==> config.mk <==
export PLATFORM = sky130hd
export DESIGN_NAME = cie_index
export DESIGN_NICKNAME = d
export VERILOG_FILES = /design/src/hw/rtl/custom_isa_execute_unit_core_macros.svh /design/src/hw/rtl/cie_pkg.sv /design/src/hw/rtl/cie_index.sv
export SDC_FILE = /design/constraint.sdc
export NUM_CORES = 1
export LEC_CHECK = 0
export BUFFER_PORTS_ARGS = -buffer_cell sky130_fd_sc_hd__buf_2
export CAP_MARGIN = 10
export CORE_UTILIZATION = 43
export DETAILED_ROUTE_END_ITERATION = 8
export GPL_ROUTABILITY_DRIVEN = 0
export PLACE_DENSITY_LB_ADDON = 0.25
export SYNTH_ARGS = -nofsm -noshare
export SYNTH_HDL_FRONTEND = slang
export SYNTH_SLANG_ARGS = --single-unit
==> constraint.sdc <==
create_clock -name clk -period 1.6 [get_ports clk]
set_input_delay 0.32 -clock clk [delete_from_list [all_inputs] [get_ports clk]]
set_output_delay 0.32 -clock clk [all_outputs]
set_load 0.02 [all_outputs]
==> src/hw/rtl/custom_isa_execute_unit_core_macros.svh <==
// ----------------------------------------------------------------------------
// Assertion macros for the custom ISA execute unit
// Immediate and next-cycle implications, clocked on clk, off during reset.
// ----------------------------------------------------------------------------
`ifndef CUSTOM_ISA_EXECUTE_UNIT_CORE_MACROS_SVH
`define CUSTOM_ISA_EXECUTE_UNIT_CORE_MACROS_SVH

// The consequent holds in the same cycle as the antecedent.
`define CIE_ASSERT_NOW(label, ante, cons, msg) \
  label: assert property (@(posedge clk) disable iff (rst) (ante) |-> (cons)) \
    else $error(msg);

// The consequent holds in the cycle after the antecedent.
`define CIE_ASSERT_NEXT(label, ante, cons, msg) \
  label: assert property (@(posedge clk) disable iff (rst) (ante) |=> (cons)) \
    else $error(msg);

`endif

==> src/hw/rtl/cie_pkg.sv <==
// ----------------------------------------------------------------------------
// cie_pkg
// Shared types, opcodes and constants of the custom ISA execute unit.
// ----------------------------------------------------------------------------
package cie_pkg;

  localparam int unsigned MEM_WORDS_DEFAULT = 4096;
  // Word address width: byte address with the two offset bits dropped.
  localparam int unsigned WORD_W = 30;

  localparam logic [5:0] OP_ADD  = 6'd0;
  localparam logic [5:0] OP_COMP = 6'd10;
  localparam logic [5:0] OP_ADDI = 6'd11;
  localparam logic [5:0] OP_COMPI = 6'd21;
  localparam logic [5:0] OP_LW   = 6'd22;
  localparam logic [5:0] OP_LTH  = 6'd23;
  localparam logic [5:0] OP_LH   = 6'd24;
  localparam logic [5:0] OP_LB   = 6'd25;
  localparam logic [5:0] OP_LI   = 6'd26;
  localparam logic [5:0] OP_LUI  = 6'd27;
  localparam logic [5:0] OP_LNI  = 6'd28;
  localparam logic [5:0] OP_SW   = 6'd29;
  localparam logic [5:0] OP_SH   = 6'd30;
  localparam logic [5:0] OP_SB   = 6'd31;
  localparam logic [5:0] OP_STH  = 6'd32;
  localparam logic [5:0] OP_J    = 6'd33;
  localparam logic [5:0] OP_JAL  = 6'd34;
  localparam logic [5:0] OP_JR   = 6'd35;
  localparam logic [5:0] OP_JRL  = 6'd36;
  localparam logic [5:0] OP_BEQ  = 6'd37;
  localparam logic [5:0] OP_BNE  = 6'd38;
  localparam logic [5:0] OP_BGT  = 6'd39;
  localparam logic [5:0] OP_BLT  = 6'd40;

  typedef struct packed {
    logic [5:0]  op;
    logic [31:0] pc;
    logic [31:0] rsa;
    logic [31:0] rsb;
    logic [21:0] imm;
  } req_t;

  typedef struct packed {
    logic [31:0] value;
    logic        writes_value;
    logic [31:0] next_pc;
    logic        pc_changed;
    logic        taken;
    logic        mem_we;
    logic [31:0] mem_wdata;
  } exec_res_t;

endpackage

==> src/hw/rtl/cie_index.sv <==
// ----------------------------------------------------------------------------
// cie_index
// Word index pipeline: reduce the word address modulo the memory depth.
// ----------------------------------------------------------------------------
module cie_index #(
  parameter int unsigned MEM_WORDS = cie_pkg::MEM_WORDS_DEFAULT,
  parameter int unsigned AW        = $clog2(MEM_WORDS)
) (
  input  logic                      clk,
  input  logic                      en,
  input  logic [cie_pkg::WORD_W-1:0] word_in,
  output logic [AW-1:0]             idx
);
  import cie_pkg::*;

  localparam int unsigned L  = $clog2(MEM_WORDS);
  localparam int unsigned K  = WORD_W + L;
  localparam int unsigned RW = WORD_W + 1;
  // Floor reciprocal: the quotient estimate is low by at most one.
  localparam logic [RW-1:0]     RECIP = RW'((64'd1 << K) / 64'(MEM_WORDS));
  localparam logic [WORD_W-1:0] M_W   = WORD_W'(MEM_WORDS);

  logic [WORD_W-1:0]    x_a;
  logic [WORD_W-1:0]    x_b;
  logic [WORD_W-1:0]    q_b;
  logic [WORD_W+RW-1:0] prod;
  logic [WORD_W-1:0]    rem;
  logic [WORD_W-1:0]    rem_fix;

  assign prod = x_a * RECIP;

  always_ff @(posedge clk) begin
    if (en) begin
      x_a <= word_in;
      x_b <= x_a;
      q_b <= WORD_W'(prod >> K);
    end
  end

  always_comb begin
    rem     = x_b - WORD_W'(q_b * M_W);
    rem_fix = (rem >= M_W) ? (rem - M_W) : rem;
    idx     = rem_fix[AW-1:0];
  end

endmodule

==> flow_metrics.tcl <==
set metrics [dict create \
    status "finished, final reports clean" \
    synth.cell_area_um2 721 \
    final_antenna_net_count 0 \
    powerDensity_mw_per_mm2 1200 \
    critical-path-max-stage-delay_ps 380 \
    cpMaxStageDelayCell "edfxtp_1" \
    most-common-layout-cells "25 x buf_2, 24 x edfxtp_1, 3 x clkbuf_4" \
    core_region_area_mm2 0.00154 \
    avgSynthCellArea_um2 30.0 \
    detailed_route_via_count 327 \
    path_delay_family "flip-flops" \
    final_hold_viol_count 0 \
    post_cts_setup_inserts 0 \
    seq_area_um2 721 \
    grt_antenna_before_repair 0 \
    cp_data_arrival_time_ps 840 \
    netlist_top_cells_area "edfxtp_1 100%" \
    worst_setup_path_startpoint "x_b[6]$_DFFE_PP_" \
    yosys.area.top_type "edfxtp_1" \
    rsz0062_at_grt "no" \
    tritoncts_clock_tree "done" \
    r2r-end "x_b[6]$_DFFE_PP_" \
    chipWidth_um 42.9 \
    ratio_of_final_minimum_period_to_clock_period 0.724 \
    cts_max_level 1 \
    synthToLayoutAreaGrowth_pct 23.3 \
    cts-root-buf "clkbuf_4" \
    synth_top_area_share 1.00 \
    layout-drive-gt1-share 0.538 \
    grt-ovfl-total 0 \
    drv_slew 0 \
    flop2flop_setup_slack_ps 960 \
    hold_path_depth 1 \
    synth-warning-count 0 \
    maxClockFrequency_ghz 0.863 \
    leakage_uw 0.000347 \
    required_ps 1280 \
    mappedNetlistNets 56 \
    worst_r2r_path_depth 0 \
    final.setup.tns_ps 0 \
    insertedDiodeCount 0 \
    grt_first_pass_wirelength_mm 1.34 \
    rows 14 \
    numCtsBuffers 3 \
    ys_seq_elements 24 \
    seq_area_frac_synth 1.00 \
    fin_crit_ps 1160 \
    peakVddDrop_uv 565 \
    largest_net_degree_at_the_start_of_global_routing 25 \
    drt-pass1-iter-count 3 \
    maxCapViolations 0 \
    reg_to_reg_start "x_a[6]$_DFFE_PP_" \
    path_clk_slew_ps 110 \
    relSlewSlack 0.663 \
    critPathMaxFanout 1 \
    clock_path_buffers 2 \
    filler_cell_count 124 \
    timing.critical_path.depth 1 \
    multiInputGateArea_um2 0 \
    io_buffers 25 \
    start_kind "flip-flop" \
    cts_hold_buf 0 \
    initial_core_util 0.468 \
    internal-power_uw 856 \
    worstSetupEndpoint "idx[6]" \
    via_count_of_the_first_global_routing_pass 346 \
    wp_buf_inv 1 \
    die-height_um 42.9 \
    remaining_drc_errors 0 \
    avgViaCountPerCell 4.81 \
    crit_path_cell_trace "buf_2" \
    final_common_cell "buf_2" \
    power_switching_share 0.196 \
    cts-resized-gates 0 \
    drt-initial-drc-count 6 \
    worst_pin_slew_ps 506 \
    postSynthCellCount 24 \
    die-area_mm2 0.00184 \
    detail_route.wl_per_cell_um 12.6 \
    pwr-share-clk 0.226 \
    wl_um 857 \
    layout.nets 86 \
    power.sequential.fraction 0.708 \
    skew_ps 1.01 \
    critical_path.endpoint_type "primary output" \
    global_route.usage.total 0.105 \
    multiin_comb 0 \
    combinationalPowerShare 0.066 \
    finalSetupViolations 0 \
    worstHoldPathType "input port to flip-flop" \
    netlist-cell-type-count 1 \
    floorplan.io_pins 44 \
    timing.setup.critical_path_class "flip-flop to primary output" \
    net-switching-power_uw 209 \
    clk-insertion-delay-late_ps 290 \
    clock-sinks 24 \
    fin_total_pwr_uw 1060 \
]
[per-layer routing]
| metal | vias to the layer above | track usage | routed length [um] |
|---|---|---|---|
| met4 | 0 | 0.0545 | 0 |
| met3 | 0 | 0.0383 | 51 |
| met5 | - | 0 | 0 |
| li1 | 154 | - | - |
| met2 | 14 | 0.194 | 493 |
| met1 | 159 | 0.0988 | 311 |
[worst min-delay path by stage]
stage	start	end	slack (ps)
6_report	word_in[8]	x_a[8]$_DFFE_PP_	190
5_1_grt	word_in[8]	x_a[8]$_DFFE_PP_	170
4_1_cts	word_in[8]	x_a[8]$_DFFE_PP_	180
3_5_place_dp	x_a[7]$_DFFE_PP_	x_b[7]$_DFFE_PP_	410
3_3_place_gp	x_a[10]$_DFFE_PP_	x_b[10]$_DFFE_PP_	400
2_1_floorplan	x_a[0]$_DFFE_PP_	x_b[0]$_DFFE_PP_	400
[state kept, by name, indices dropped and copies added (netlist names)]
name,cells
x_a,12
x_b,12
[logic make-up after synthesis]
kind of cell  synth area share
flip-flops                1.00
[Yosys cell counts (all sizes together)]
cell	number
edfxtp	24
[per-stage QoR]
stage,hold WS (ps),worst slack (ps),instances,instance area (um2),util
after floorplan,400,831,24,721,-
after global placement,402,535,65,866,0.562
after detailed placement,405,479,65,866,0.562
after CTS,180,416,68,888,0.576
after global routing,167,387,68,888,0.576
final,192,441,68,888,0.576
[power groups by stage]
stage	clock network, uW	registers [uW]	logic (uW)
after floorplan	0	795	0
after global placement	0	767	69.2
after detailed placement	0	769	71.8
after CTS	254	754	71.9
after global routing	277	758	74.8
final	240	754	70.5
[area by class of cell]
type                    count  area share
flip-flops and latches     24       0.811
well taps                  16      0.0225
repair buffers             25       0.141
clock buffers               3      0.0254
Power figures use the tool's default switching activity.
